**src/assert_macros.svh**
```systemverilog
// Assertion macros shared by the RTL of the real-time clock block.
`ifndef ASSERT_MACROS_SVH
`define ASSERT_MACROS_SVH
`ifndef SYNTH
// A property that must hold at every clock edge outside reset.
`define RTCST_ASSERT(lbl, clk, rst, prop) \
   lbl: assert property (@(posedge clk) disable iff (rst) (prop)) \
      else $error("rtcst: invariant violated");
// An implication checked in the same cycle.
`define RTCST_ASSERT_IMP(lbl, clk, rst, ante, cons) \
   lbl: assert property (@(posedge clk) disable iff (rst) (ante) |-> (cons)) \
      else $error("rtcst: implication violated");
// An implication whose consequent is checked in the cycle after the antecedent.
`define RTCST_ASSERT_NEXT(lbl, clk, rst, ante, cons) \
   lbl: assert property (@(posedge clk) disable iff (rst) (ante) |=> (cons)) \
      else $error("rtcst: sequence violated");
`else
`define RTCST_ASSERT(lbl, clk, rst, prop)
`define RTCST_ASSERT_IMP(lbl, clk, rst, ante, cons)
`define RTCST_ASSERT_NEXT(lbl, clk, rst, ante, cons)
`endif
`endif

```
**src/rtcst_pkg.sv**
```systemverilog
// Types and constants of the real-time clock with countdown timers.
package rtcst_pkg;

   localparam int NUM_TIMERS_DEF = 8;
   localparam int TIMER_W        = 32;
   localparam int TIMER_INDEX_W  = 4;
   localparam int CSR_INDEX_W    = 2;
   localparam int CSR_DATA_W     = 16;

   localparam logic [4:0]  HOUR_RESET   = 5'd12;
   localparam logic [7:0]  INACT_RESET  = 8'd30;
   localparam logic [7:0]  PWRON_RESET  = 8'd3;
   localparam logic [15:0] DIM_RESET    = 16'd10;
   localparam logic [6:0]  SIXTY        = 7'd60;
   localparam logic [5:0]  TWENTY_FOUR  = 6'd24;

   localparam logic [CSR_INDEX_W-1:0] CSR_INACT_RELOAD = 2'd0;
   localparam logic [CSR_INDEX_W-1:0] CSR_PWRON_RELOAD = 2'd1;
   localparam logic [CSR_INDEX_W-1:0] CSR_DIM_LEVEL    = 2'd2;

   typedef enum logic [2:0] {
      FN_TICK       = 3'd0,
      FN_SET_TIME   = 3'd1,
      FN_READ_TIME  = 3'd2,
      FN_SET_TIMER  = 3'd3,
      FN_READ_TIMER = 3'd4,
      FN_ACTIVITY   = 3'd5
   } func_type;

   typedef enum logic [1:0] {
      ST_IDLE,
      ST_SWEEP,
      ST_DONE
   } state_type;

endpackage

```
**src/rtcst_ram.sv**
```systemverilog
// Generic single-write, single-read RAM with a registered read port.
module rtcst_ram #(
   parameter int WIDTH = 32,
   parameter int DEPTH = 8,
   localparam int AW = (DEPTH > 1) ? $clog2(DEPTH) : 1
) (
   input  logic             clock,
   input  logic             wr_en,
   input  logic [AW-1:0]    wr_addr,
   input  logic [WIDTH-1:0] wr_data,
   input  logic             rd_en,
   input  logic [AW-1:0]    rd_addr,
   output logic [WIDTH-1:0] rd_data
);

   logic [WIDTH-1:0] mem_ff [DEPTH];
   logic [WIDTH-1:0] rd_data_ff;

   always_ff @(posedge clock) begin
      if (wr_en) begin
         mem_ff[wr_addr] <= wr_data;
      end
      if (rd_en) begin
         rd_data_ff <= mem_ff[rd_addr];
      end
   end

   assign rd_data = rd_data_ff;

endmodule

```
**src/rtc_tick_with_soft_timers.sv**
```systemverilog
// Top level of the real-time clock with countdown timers, power-on and dimming logic.
//
// Usage: items arrive on the req_ channel (valid/ready) and each gives exactly one
// result on the rsp_ channel (valid/ready). Configuration registers are written
// through csr_we/csr_index/csr_wdata; the user must write them only while the block
// is idle, which the block itself does not enforce. Reload values take effect at
// the next reload of the counter they feed, the dim level at the next dimming.
// Sequencing: a tick walks every countdown timer through the timer RAM, one entry
// per cycle with read and write-back overlapped, before its done state. Any other
// item goes straight to the done state, a timer read using the RAM's read port as
// it is accepted. The done state loads the result once the output register is free.
// Throughput: one item at a time; req_ready is high only while no item is at work.
// A finished result waits in the output register, and the next item is accepted
// meanwhile; it completes into that register once the receiver has taken the first.
// If the receiver stalls, the block holds its second result until rsp_ready.
// Reset: the clock shows 12:00:00, the counters load their reset reloads and the
// timers read as zero, since a valid bit per entry is cleared at once (no sweep).
module rtc_tick_with_soft_timers
   import rtcst_pkg::*;
#(
   parameter int NUM_TIMERS = NUM_TIMERS_DEF
) (
   input  logic                     clock,
   input  logic                     reset,
   input  logic                     req_valid,
   output logic                     req_ready,
   input  logic [2:0]               req_func,
   input  logic                     req_power_is_on,
   input  logic                     req_button_released,
   input  logic [15:0]              req_backlight_now,
   input  logic [4:0]               req_new_hour,
   input  logic [5:0]               req_new_minute,
   input  logic [5:0]               req_new_second,
   input  logic [TIMER_INDEX_W-1:0] req_timer_index,
   input  logic [TIMER_W-1:0]       req_timer_load,
   output logic                     rsp_valid,
   input  logic                     rsp_ready,
   output logic [4:0]               rsp_hour,
   output logic [5:0]               rsp_minute,
   output logic [5:0]               rsp_second,
   output logic [TIMER_W-1:0]       rsp_timer_value,
   output logic                     rsp_power_on_request,
   output logic                     rsp_backlight_write,
   output logic [15:0]              rsp_backlight_value,
   output logic                     rsp_dimmed,
   input  logic                     csr_we,
   input  logic [CSR_INDEX_W-1:0]   csr_index,
   input  logic [CSR_DATA_W-1:0]    csr_wdata
);

`include "assert_macros.svh"

   localparam int IDX_W = (NUM_TIMERS > 1) ? $clog2(NUM_TIMERS) : 1;
   localparam int CNT_W = $clog2(NUM_TIMERS + 1);
   localparam logic [CNT_W-1:0] CNT_END = CNT_W'(NUM_TIMERS);

   // Configuration registers
   logic [7:0]  inact_reload_ff;
   logic [7:0]  pwron_reload_ff;
   logic [15:0] dim_level_ff;

   // Scalar state
   logic [4:0]  hours_ff, hours_in;
   logic [5:0]  minutes_ff, minutes_in;
   logic [5:0]  seconds_ff, seconds_in;
   logic [7:0]  idle_count_ff, idle_count_in;
   logic [15:0] saved_bl_ff, saved_bl_in;
   logic        dim_flag_ff, dim_flag_in;
   logic [7:0]  hold_count_ff, hold_count_in;
   logic        wake_flag_ff, wake_flag_in;

   // Item in flight
   func_type    func_ff;
   logic        in_range_ff;
   logic        bl_wr_ff, bl_wr_in;
   logic [15:0] bl_val_ff, bl_val_in;

   // Sequencer and timer RAM
   state_type          state_ff, state_in;
   logic [CNT_W-1:0]   cnt_ff;
   logic               pend_ff;
   logic [IDX_W-1:0]   wr_addr_ff;
   logic [NUM_TIMERS-1:0] vld_ff;
   logic               rd_valid_ff;

   logic               accept;
   logic               in_range;
   func_type           req_fn;
   logic               rd_en, wr_en, rsp_load;
   logic [IDX_W-1:0]   rd_addr, wr_addr;
   logic [TIMER_W-1:0] wr_data, rd_data, rd_word;

   // Output register
   logic               rsp_valid_ff;
   logic [4:0]         rsp_hour_ff;
   logic [5:0]         rsp_minute_ff, rsp_second_ff;
   logic [TIMER_W-1:0] rsp_timer_value_ff;
   logic               rsp_wake_ff, rsp_bl_wr_ff, rsp_dimmed_ff;
   logic [15:0]        rsp_bl_val_ff;

   assign req_fn   = func_type'(req_func);
   assign accept   = req_valid & req_ready;
   assign in_range = {1'b0, req_timer_index} < (TIMER_INDEX_W + 1)'(NUM_TIMERS);

   // An entry never written since reset reads as zero.
   assign rd_word = rd_valid_ff ? rd_data : '0;

   // Scalar update for the accepted item, applied at acceptance.
   always_comb begin
      logic [6:0] sec_inc;
      logic [6:0] min_inc;
      logic [5:0] hour_inc;
      hours_in      = hours_ff;
      minutes_in    = minutes_ff;
      seconds_in    = seconds_ff;
      idle_count_in = idle_count_ff;
      saved_bl_in   = saved_bl_ff;
      dim_flag_in   = dim_flag_ff;
      hold_count_in = hold_count_ff;
      wake_flag_in  = wake_flag_ff;
      bl_wr_in      = 1'b0;
      bl_val_in     = '0;
      sec_inc  = {1'b0, seconds_ff} + 7'd1;
      min_inc  = {1'b0, minutes_ff} + 7'd1;
      hour_inc = {1'b0, hours_ff} + 6'd1;
      unique case (req_fn)
         FN_TICK: begin
            if (sec_inc >= SIXTY) begin
               seconds_in = '0;
               if (min_inc >= SIXTY) begin
                  minutes_in = '0;
                  hours_in   = (hour_inc >= TWENTY_FOUR) ? 5'd0 : hour_inc[4:0];
               end else begin
                  minutes_in = min_inc[5:0];
               end
            end else begin
               seconds_in = sec_inc[5:0];
            end
            if (!req_power_is_on) begin
               if (req_button_released) begin
                  hold_count_in = pwron_reload_ff;
                  wake_flag_in  = 1'b0;
               end else begin
                  hold_count_in = hold_count_ff - 8'd1;
                  if (hold_count_in == 8'd0) begin
                     wake_flag_in = 1'b1;
                  end
               end
            end else begin
               idle_count_in = idle_count_ff - 8'd1;
               if (idle_count_in == 8'd0 && !dim_flag_ff) begin
                  saved_bl_in = req_backlight_now;
                  bl_wr_in    = 1'b1;
                  bl_val_in   = dim_level_ff;
                  dim_flag_in = 1'b1;
               end
            end
         end
         FN_SET_TIME: begin
            hours_in   = req_new_hour;
            minutes_in = req_new_minute;
            seconds_in = req_new_second;
         end
         FN_ACTIVITY: begin
            idle_count_in = inact_reload_ff;
            if (dim_flag_ff) begin
               bl_wr_in  = 1'b1;
               bl_val_in = saved_bl_ff;
            end
            dim_flag_in = 1'b0;
         end
         default: begin
         end
      endcase
   end

   // Next state
   always_comb begin
      state_in = state_ff;
      unique case (state_ff)
         ST_IDLE: begin
            if (accept) begin
               state_in = (req_fn == FN_TICK) ? ST_SWEEP : ST_DONE;
            end
         end
         ST_SWEEP: begin
            if (cnt_ff == CNT_END) begin
               state_in = ST_DONE;
            end
         end
         ST_DONE: begin
            if (rsp_load) begin
               state_in = ST_IDLE;
            end
         end
         default: state_in = ST_IDLE;
      endcase
   end

   // Sequencer outputs: the sweep reads entry k while it writes back entry k-1.
   always_comb begin
      req_ready = 1'b0;
      rd_en     = 1'b0;
      rd_addr   = cnt_ff[IDX_W-1:0];
      wr_en     = 1'b0;
      wr_addr   = wr_addr_ff;
      wr_data   = (rd_word != '0) ? rd_word - TIMER_W'(1) : '0;
      rsp_load  = 1'b0;
      unique case (state_ff)
         ST_IDLE: begin
            req_ready = 1'b1;
            if (req_valid && in_range && req_fn == FN_READ_TIMER) begin
               rd_en   = 1'b1;
               rd_addr = req_timer_index[IDX_W-1:0];
            end
            if (req_valid && in_range && req_fn == FN_SET_TIMER) begin
               wr_en   = 1'b1;
               wr_addr = req_timer_index[IDX_W-1:0];
               wr_data = req_timer_load;
            end
         end
         ST_SWEEP: begin
            rd_en = (cnt_ff != CNT_END);
            wr_en = pend_ff;
         end
         ST_DONE: begin
            rsp_load = !rsp_valid_ff || rsp_ready;
         end
         default: begin
         end
      endcase
   end

   rtcst_ram #(
      .WIDTH (TIMER_W),
      .DEPTH (NUM_TIMERS)
   ) u_timer_ram (
      .clock   (clock),
      .wr_en   (wr_en),
      .wr_addr (wr_addr),
      .wr_data (wr_data),
      .rd_en   (rd_en),
      .rd_addr (rd_addr),
      .rd_data (rd_data)
   );

   always_ff @(posedge clock) begin
      if (reset) begin
         inact_reload_ff <= INACT_RESET;
         pwron_reload_ff <= PWRON_RESET;
         dim_level_ff    <= DIM_RESET;
         hours_ff        <= HOUR_RESET;
         minutes_ff      <= '0;
         seconds_ff      <= '0;
         idle_count_ff   <= INACT_RESET;
         saved_bl_ff     <= '0;
         dim_flag_ff     <= 1'b0;
         hold_count_ff   <= PWRON_RESET;
         wake_flag_ff    <= 1'b0;
         state_ff        <= ST_IDLE;
         cnt_ff          <= '0;
         pend_ff         <= 1'b0;
         vld_ff          <= '0;
         rd_valid_ff     <= 1'b0;
         rsp_valid_ff    <= 1'b0;
      end else begin
         if (csr_we) begin
            case (csr_index)
               CSR_INACT_RELOAD: inact_reload_ff <= csr_wdata[7:0];
               CSR_PWRON_RELOAD: pwron_reload_ff <= csr_wdata[7:0];
               CSR_DIM_LEVEL:    dim_level_ff    <= csr_wdata;
               default: begin
               end
            endcase
         end
         if (accept) begin
            hours_ff      <= hours_in;
            minutes_ff    <= minutes_in;
            seconds_ff    <= seconds_in;
            idle_count_ff <= idle_count_in;
            saved_bl_ff   <= saved_bl_in;
            dim_flag_ff   <= dim_flag_in;
            hold_count_ff <= hold_count_in;
            wake_flag_ff  <= wake_flag_in;
         end
         state_ff <= state_in;
         if (accept) begin
            cnt_ff <= '0;
         end else if (state_ff == ST_SWEEP && cnt_ff != CNT_END) begin
            cnt_ff <= cnt_ff + CNT_W'(1);
         end
         pend_ff <= (state_ff == ST_SWEEP) && (cnt_ff != CNT_END);
         if (wr_en) begin
            vld_ff[wr_addr] <= 1'b1;
         end
         if (rd_en) begin
            rd_valid_ff <= vld_ff[rd_addr];
         end
         if (rsp_load) begin
            rsp_valid_ff <= 1'b1;
         end else if (rsp_ready) begin
            rsp_valid_ff <= 1'b0;
         end
      end
   end

   // Item fields, the sweep's write address and the result register need no reset.
   always_ff @(posedge clock) begin
      if (accept) begin
         func_ff     <= req_fn;
         in_range_ff <= in_range;
         bl_wr_ff    <= bl_wr_in;
         bl_val_ff   <= bl_val_in;
      end
      wr_addr_ff <= cnt_ff[IDX_W-1:0];
      if (rsp_load) begin
         rsp_hour_ff        <= hours_ff;
         rsp_minute_ff      <= minutes_ff;
         rsp_second_ff      <= seconds_ff;
         rsp_timer_value_ff <= (func_ff == FN_READ_TIMER && in_range_ff) ? rd_word : '0;
         rsp_wake_ff        <= wake_flag_ff;
         rsp_bl_wr_ff       <= bl_wr_ff;
         rsp_bl_val_ff      <= bl_val_ff;
         rsp_dimmed_ff      <= dim_flag_ff;
      end
   end

   assign rsp_valid            = rsp_valid_ff;
   assign rsp_hour             = rsp_hour_ff;
   assign rsp_minute           = rsp_minute_ff;
   assign rsp_second           = rsp_second_ff;
   assign rsp_timer_value      = rsp_timer_value_ff;
   assign rsp_power_on_request = rsp_wake_ff;
   assign rsp_backlight_write  = rsp_bl_wr_ff;
   assign rsp_backlight_value  = rsp_bl_val_ff;
   assign rsp_dimmed           = rsp_dimmed_ff;

   // The sweep must never read and write the same timer in the same cycle.
   `RTCST_ASSERT_IMP(a_no_same_entry, clock, reset, rd_en && wr_en, rd_addr != wr_addr)
   // The sweep counter never runs past NUM_TIMERS, one beyond the last timer.
   `RTCST_ASSERT_IMP(a_cnt_bound, clock, reset, state_ff == ST_SWEEP, cnt_ff <= CNT_END)
   // An accepted tick always starts a sweep.
   `RTCST_ASSERT_NEXT(a_tick_sweeps, clock, reset, accept && req_fn == FN_TICK, state_ff == ST_SWEEP)
   // A result is loaded only once the previous one has been taken.
   `RTCST_ASSERT_IMP(a_no_overwrite, clock, reset, rsp_load, !rsp_valid_ff || rsp_ready)

endmodule
```
**config.mk**
```make
export PLATFORM = sky130hd
export DESIGN_NAME = rtc_tick_with_soft_timers
export DESIGN_NICKNAME = d
export VERILOG_FILES = /design/src/rtcst_pkg.sv /design/src/rtcst_ram.sv /design/src/rtc_tick_with_soft_timers.sv
export VERILOG_INCLUDE_DIRS = /design/src /design/src/src
export SDC_FILE = /design/constraint.sdc
export NUM_CORES = 1
export LEC_CHECK = 0
export ABC_AREA = 1
export BUFFER_PORTS_ARGS = -buffer_cell sky130_fd_sc_hd__buf_2
export CAP_MARGIN = 20
export CORE_UTILIZATION = 25
export CTS_BUF_LIST = sky130_fd_sc_hd__clkbuf_4 sky130_fd_sc_hd__clkbuf_8 sky130_fd_sc_hd__clkbuf_16
export DETAILED_ROUTE_END_ITERATION = 10
export GPL_TIMING_DRIVEN = 0
export HOLD_SLACK_MARGIN = 0.03
export PLACE_DENSITY = 0.37
export SLEW_MARGIN = 20
export SYNTH_ARGS = -nofsm -noshare
export SYNTH_HDL_FRONTEND = slang
export SYNTH_SLANG_ARGS = --single-unit
export TNS_END_PERCENT = 1
```
**constraint.sdc**
```tcl
create_clock -name clock -period 9.8 [get_ports clock]
set_clock_uncertainty 0.2 [all_clocks]
set_input_delay 1.96 -clock clock [delete_from_list [all_inputs] [get_ports clock]]
set_output_delay 1.96 -clock clock [all_outputs]
set_load 0.02 [all_outputs]
```
==> metrics.csv, run 1 <==
metric;value;unit
area_delta_synth_final;20.97;%
worstHoldStart;cnt_ff[2];
outcome;finished clean;
syn_inst;1939;
synth_top_family_by_area;simple AND/OR/NAND/NOR gates;
fin_total_pwr;5.040;mW
grt_pass1_wl;95030;microns
first_pass_iters;5;
synth_fa_ha_area_share;0.7453;%
grt_max_degree;34;
num_io_pins;167;
vias;14620;
yosys_warnings;0;
hold_path_end;wr_addr_ff[2];
slowest_stage;inv_2;
synth_mux_area_share;0;%
wl_met3;3256;microns
drive_gt1_share;16.16;%
drc;0;
cts-resized-gates;0;
tightestPinTransition;1.155;ns
maxSlewViolCount;0;
fmax;226.5;MHz
nFillCells;8269;
nets;2285;
highest_layer;met5;
leakagePower;9.394;nW
worstSetupPathType;primary input to register;
end_kind;register;
fin_crit;4.415;ns
hpwl;44130;microns
crit_chain;buf_2, inv_1, nand2_1, nor2_4, nand3_2, inv_1, a21oi_1, nor2_1, nand2_1, inv_2;
ys_seq_elements;480;
placementRows;103;
final-hold-violation-count;0;
setup_violations;0;
rsz0062_at_grt;false;
seq_area_frac_synth;66.43;%
diodes;0;
wl;64000;microns
cts_made_buffers;56;
synth_simple_gate_area_share;17.05;%
syn_avg_cell_area;10.39;sq um
p_per_area;206.8;nW/um^2
drv_cap;0;
gr-total-overflow;0;
worst_ep_arrival_time;4.43;ns
timing.final.crit_share;45.05;%
cts_hold_buf;0;
synthXorXnorAreaFrac;1.609;%
synth_cell_type_count;43;
m1WireLength;29430;microns
start_kind;primary input;
hp-class;register to register;
netlist.area_leader.share;56.20;%
yosys-top-cells-area;edfxtp_1 56%, dfxtp_1 10%, nand2_1 8.8%, nor2_1 5.1%, o21ai_0 4.0%;
met2_length;30080;microns
htreeDepth;2;
synthesis.nets;2048;
crit_fanout;33;
grt_pass1_vias;14930;
grt_usage;15.62;%
rr_startpoint;rd_valid_ff;
path_clk_slew;0.06;ns
clkLatencyLatePin;0.63;ns
r2r_cells;11;
place_ws;4.735;ns
layout_setup_ws;5.385;ns
portBuffers;165;
slew-limit-headroom;22.19;%
cts.sinks;480;
initial_core_util;25.38;%
cts_buffer_depth;3;
ir_drop;0.1303;mV
drt_iter0_markers;984;
required;9.82;ns
core_area;79390;sq um
hold-path-cell-count;0;
slowest_delay;0.78;ns
cts_tree;done;
yosys.area.top_type;edfxtp_1;
synth_compound_area_share;9.639;%
postCtsSetupBuffers;0;
ant_nets;0;
wire_per_inst;19.56;microns
die_area;81720;sq um
cts-root-buf;clkbuf_16;
place_congestion;0.7808;
worstReg2RegEnd;u_timer_ram.mem_ff[5][1];
finalSetupTns;0;ns
antenna_found_initial;3;
fp.dieW;285.9;microns
viasPerCell;4.467;
reg2reg_setup_slack;6.15;ns
netlist_area;20150;sq um
die_height;285.9;microns
-- through the flow --
stage                     utilization [%]  cell area (sq um)  instances  hold slack (ns)
after floorplan                         -              20150       1939           0.1308
after global placement              28.07              22290       3154           0.1419
after detailed placement            28.31              22480       3168           0.1407
after CTS                           30.70              24370       3272           0.1852
after global routing                30.70              24370       3272           0.2008
final                               30.70              24370       3272           0.1793
-- worst max-delay path: cells and delay by family --
kind / cells / cell delay [ns]
AO/OA/AOI/OAI: 1 / 0.10
buffers and inverters: 4 / 1.42
AND/OR/NAND/NOR: 5 / 0.93
-- kinds of logic after synthesis --
kind of cell,Yosys count
XOR/XNOR,37
buffers and inverters,214
AO/OA/AOI/OAI,341
adder cells (fa/ha/maj),12
flip-flops,480
AND/OR/NAND/NOR,855
-- area by class of cell --
class	instances	area, sq um	share of cell area [%]
Timing Repair Buffer	179	1008	4.138
Clock buffer	75	1598	6.556
Inverter	130	488.0	2.002
Sequential cell	480	13380	54.91
Buffer	84	424.2	1.740
Clock inverter	29	297.8	1.222
Multi-Input combinational cell	1245	5858	24.04
Tap cell	1050	1314	5.391
-- how the worst max path moves through the flow --
stage	startpoint	endpoint	slack, ns	cells past startpoint
after floorplan	rsp_ready	rsp_backlight_value[0]	2.40	2
after global placement	rsp_ready	rsp_timer_value[18]	-2.07	3
after detailed placement	req_timer_index[3]	u_timer_ram.mem_ff[1][17]	4.73	10
after CTS	req_timer_index[3]	u_timer_ram.mem_ff[1][6]	5.39	10
after global routing	req_timer_index[3]	u_timer_ram.mem_ff[1][0]	5.16	10
final	req_timer_index[3]	u_timer_ram.mem_ff[1][24]	5.38	10
-- cells in the mapped netlist, drive strengths merged --
library cell	count
xnor2	13
o211ai	4
o221ai	2
o22ai	49
nor4	1
a21boi	1
dfxtp	103
o2111ai	1
nor2	283
nand2	479
inv	126
clkinv	4
nand3b	3
o311ai	2
xor2	24
buf	46
ha	12
o21ai	194
nor3	14
clkbuf	38
nand3	62
o2bb2ai	32
o21a	1
a21oi	50
edfxtp	377
a211oi	2
a31oi	3
nor3b	1
nand4	12
-- power by group --
group / switching (mW) / internal [mW] / leakage, nW
Sequential: 0.0166 / 2.37 / 4.30
Combinational: 0.397 / 0.112 / 4.15
Clock: 0.868 / 1.28 / 0.951
Total: 1.28 / 3.76 / 9.39
-- layer usage --
layer / vias up / global-route usage [%]
li1: 7124 / -
met1: 7085 / 20.89
met2: 319 / 25.99
met3: 81 / 3.006
met4: 6 / 3.636
met5: - / 0
-- cells in the final DEF, fill, tap and decap left out, types with 4 or more instances in the layout --
| cell type | instances |
|---|---|
| buf_4 | 13 |
| nand2_1 | 469 |
| clkinv_2 | 9 |
| a21oi_1 | 50 |
| clkbuf_4 | 14 |
| nand4_1 | 12 |
| o21ai_1 | 42 |
| buf_6 | 8 |
| buf_12 | 4 |
| o2bb2ai_1 | 32 |
| o211ai_1 | 4 |
| xor2_1 | 24 |
| o22ai_1 | 49 |
| nor2_2 | 5 |
| o21ai_0 | 149 |
| nor2_1 | 275 |
| clkinv_1 | 14 |
| inv_1 | 111 |
| inv_2 | 15 |
| clkbuf_1 | 37 |
| ha_1 | 12 |
| bufinv_16 | 5 |
| xnor2_1 | 13 |
| edfxtp_1 | 377 |
| clkbuf_16 | 58 |
| dfxtp_1 | 103 |
| nand3_1 | 60 |
| nand2_2 | 9 |
| buf_2 | 197 |
| nor3_1 | 11 |
-- sequential cells by signal (all words and copies together), names as in the netlist, 16 cells and up --
register,flops
bl_val_ff,16
dim_level_ff,16
rsp_backlight_value,16
rsp_timer_value,32
saved_bl_ff,16
u_timer_ram.mem_ff,256
u_timer_ram.rd_data,32
Note: power is estimated with default switching activity, not from simulation.
==> run 2: changes to the inputs <==
--- a/config.mk
+++ b/config.mk
@@ -6,7 +6,7 @@
 export SDC_FILE = /design/constraint.sdc
 export NUM_CORES = 1
 export LEC_CHECK = 0
-export ABC_AREA = 1
+export ABC_AREA = 0
 export BUFFER_PORTS_ARGS = -buffer_cell sky130_fd_sc_hd__buf_2
 export CAP_MARGIN = 20
 export CORE_UTILIZATION = 25
@@ -14,7 +14,7 @@
 export DETAILED_ROUTE_END_ITERATION = 10
 export GPL_TIMING_DRIVEN = 0
 export HOLD_SLACK_MARGIN = 0.03
-export PLACE_DENSITY = 0.37
+export PLACE_DENSITY = 0.38
 export SLEW_MARGIN = 20
 export SYNTH_ARGS = -nofsm -noshare
 export SYNTH_HDL_FRONTEND = slang
==> constraint.sdc (replaced) <==
create_clock -name clock -period 3.65 [get_ports clock]
set_clock_uncertainty 0.2 [all_clocks]
set_input_delay 0.73 -clock clock [delete_from_list [all_inputs] [get_ports clock]]
set_output_delay 0.73 -clock clock [all_outputs]
set_load 0.02 [all_outputs]
==> run 2 against run 1 <==
  * Register-to-register slack worse by 6.0 ns
  * Clock power rose to 2.8 times the previous value
  * Sequential share of layout area down 1.2 points
  * First-iteration DRC count up 3.9%
  * Largest power group unchanged
  * Area after synthesis down 0.17%
==> metrics.csv, run 2 <==
metric;value;unit;change
outcome;finished clean;;
synth_cell_type_count;73;;+70%
die_height;285.6;microns;about the same
clkLatencyLatePin;0.64;ns;about the same
cts_tree;done;;
largest_register_ffs;256;;unchanged
syn_inst;1650;;-15%
gr-total-overflow;0;;unchanged
synthesis.nets;1759;;-14%
cts.sinks;480;;unchanged
yosys_warnings;0;;unchanged
synth_async_sr_flop_share;0;%;unchanged
start_kind;register;;
ys.flop_type;edfxtp_1;;
worstHoldStart;req_func[0];;
nFillCells;8003;;-3.2%
synth_common_cells;377 x edfxtp_1, 334 x nand2_1, 103 x dfxtp_1, 91 x nand3_1, 64 x a21oi_1;;
yosys.area.top_type;edfxtp_1;;
end_kind;register;;
worstReg2RegEnd;u_timer_ram.mem_ff[7][31];;
initial_core_util;25.38;%;about the same
place_congestion;0.8075;;+3.4%
area_delta_synth_final;23.78;%;
drc;0;;unchanged
slowest_stage;nor4_1;;
portBuffers;166;;+0.61%
hp-class;primary input to register;;
layout.cells.non_filler;2996;;-8.4%
maxSlewViolCount;0;;unchanged
num_io_pins;167;;unchanged
fin_crit;3.476;ns;
final-hold-violation-count;0;;unchanged
r2r_cells;6;;-5
synth_most_common_cell;edfxtp_1;;
vias;14250;;-2.5%
grt_usage;16.22;%;+0.60 points
fmax;287.7;MHz;
netlist_area;20110;sq um;-0.17%
grt_pass1_vias;14350;;-3.9%
path_clk_slew;0.06;ns;about the same
critPathBufInv;0;;-4
required;3.75;ns;-6.07 ns
grt_pass1_wl;97880;microns;+3.0%
hold-path-cell-count;1;;+1
synth_edf_count;377;;unchanged
cts-root-buf;clkbuf_16;;
cts_buffer_depth;3;;unchanged
slew-limit-headroom;35.86;%;+14 points
rsz0062_at_grt;false;;
grt_max_degree;35;;+2.9%
viasPerCell;4.756;;+6.5%
placementRows;103;;unchanged
ant_nets;0;;unchanged
fp.dieW;285.6;microns;about the same
regArea;13380;sq um;unchanged
path_delay_family;simple AND/OR/NAND/NOR gates;;
crit_chain;nor4_1, nand4b_2, nor4_1, nand3b_1, xnor2_1, a221o_1;;
slowest_delay;0.58;ns;-0.20 ns
hpwl;45780;microns;+3.7%
die_area;81580;sq um;-0.17%
multiInputGateArea;6276;sq um;+7.1%
wire_per_inst;22.31;microns;+14%
seq_area_frac_synth;66.54;%;+0.11 points
antenna_found_initial;5;;+2
htreeDepth;2;;unchanged
mostFrequentLayoutCell;edfxtp_1;;
leakagePower;8.707;nW;-7.3%
reg2reg_setup_slack;0.17;ns;-5.98 ns
syn_avg_cell_area;12.19;sq um;+17%
cts_made_buffers;57;;+1.8%
p_per_area;513.9;nW/um^2;+150%
worst_ep_arrival_time;3.58;ns;-0.85 ns
yosys-top-cells-area;edfxtp_1 56%, dfxtp_1 10%, nand2_1 6.2%, nand3_1 2.3%, a22o_1 1.8%;;
worstSetupPathType;register to register;;
regMostFlops;u_timer_ram.mem_ff;;
timing.final.crit_share;95.22;%;
drt_iter0_markers;1022;;+3.9%
first_pass_iters;5;;unchanged
dpl.cell_count;2886;;-8.9%
wl;66830;microns;+4.4%
ir_drop;0.3663;mV;+180%
drive_gt1_share;20.69;%;+4.5 points
hold_path_end;func_ff[0];;
ys_seq_elements;480;;unchanged
fin_total_pwr;12.79;mW;+150%
netlist.area_leader.share;56.29;%;+0.094 points
setup_violations;0;;unchanged
rr_startpoint;u_timer_ram.rd_data[2];;
postCtsSetupBuffers;0;;unchanged
final_cell_mix;377 x edfxtp_1, 333 x nand2_1, 204 x buf_2;;
crit_fanout;10;;-70%
cpMostUsedCell;nor4_1;;
tightestPinTransition;0.9620;ns;-0.1929 ns
drv_cap;0;;unchanged
core_area;79260;sq um;-0.16%
nets;2004;;-12%
-- run 2: changes by cell type after synthesis, sizes merged, moves of 36 or more --
cell / previous run / this run
and2: 0 / 36
inv: 126 / 21
nand2: 479 / 336
o21ai: 194 / 37
nor2: 283 / 57
o22ai: 49 / 1
a211oi: 2 / 38
a22o: 0 / 41
and3: 0 / 38
-- run 2: stage by stage --
stage          setup slack [ns]  hold slack, ns   TNS, ns  area (sq um)  utilization [%]
2_1_floorplan           -0.2478          0.1683    -16.55         20110                -
3_3_place_gp             -2.427          0.1863  -1056.48         22260            28.08
3_5_place_dp             -1.937          0.1896   -374.64         22840            28.82
4_1_cts                0.004073         0.04781         0         24870            31.37
5_1_grt                 0.02650         0.06032         0         24890            31.41
6_report                 0.1744         0.08564         0         24900            31.41
-- run 2: worst max-delay path by stage --
stage                                 from                         to  slack [ns]  cells after the start
floorplan               req_timer_index[3]   u_timer_ram.mem_ff[7][0]       -0.25                      5
global placement        req_timer_index[3]  u_timer_ram.mem_ff[1][21]       -2.43                      6
detailed placement             rd_valid_ff  u_timer_ram.mem_ff[7][14]       -1.94                     10
CTS                            rd_valid_ff  u_timer_ram.mem_ff[4][29]       0.004                      9
global route        u_timer_ram.rd_data[9]  u_timer_ram.mem_ff[7][31]        0.03                      6
finish              u_timer_ram.rd_data[2]  u_timer_ram.mem_ff[7][31]        0.17                      6
-- run 2: timing repair --
item	4_1_cts	5_1_grt
resized for setup	19	14
setup endpoints to repair	256	248
hold buffers	0	0
-- run 2: cell families after synthesis --
| kind of cell | after synthesis | synth area share [%] |
|---|---|---|
| fa+ha+maj | 12 | 0.7465 |
| mux | 27 | 1.487 |
| flops | 480 | 66.54 |
| buf+inv | 126 | 2.843 |
| xor+xnor | 23 | 1.002 |
| simple gates | 652 | 15.38 |
| compound gates | 330 | 12.00 |
-- run 2: final cells by class --
type	count	share of cell area (%)
Antenna cell	3	0.03016
Buffer	104	2.051
Clock buffer	77	6.594
Clock inverter	30	1.417
Inverter	22	0.3367
Multi-Input combinational cell	1044	25.21
Sequential cell	480	53.76
Tap cell	1050	5.277
Timing Repair Buffer	186	5.327
-- run 2: per-layer routing --
layer | global-route usage, % | share of wire (%)
met5 | 0 | 0.051
met3 | 2.568 | 4.5
met4 | 4.532 | 2.4
met1 | 22.31 | 47
met2 | 26.33 | 46
-- run 2: report_power, final --
group / switching [mW] / internal [mW]
registers: 0.0561 / 6.03
clock network: 2.36 / 3.65
logic: 0.480 / 0.215
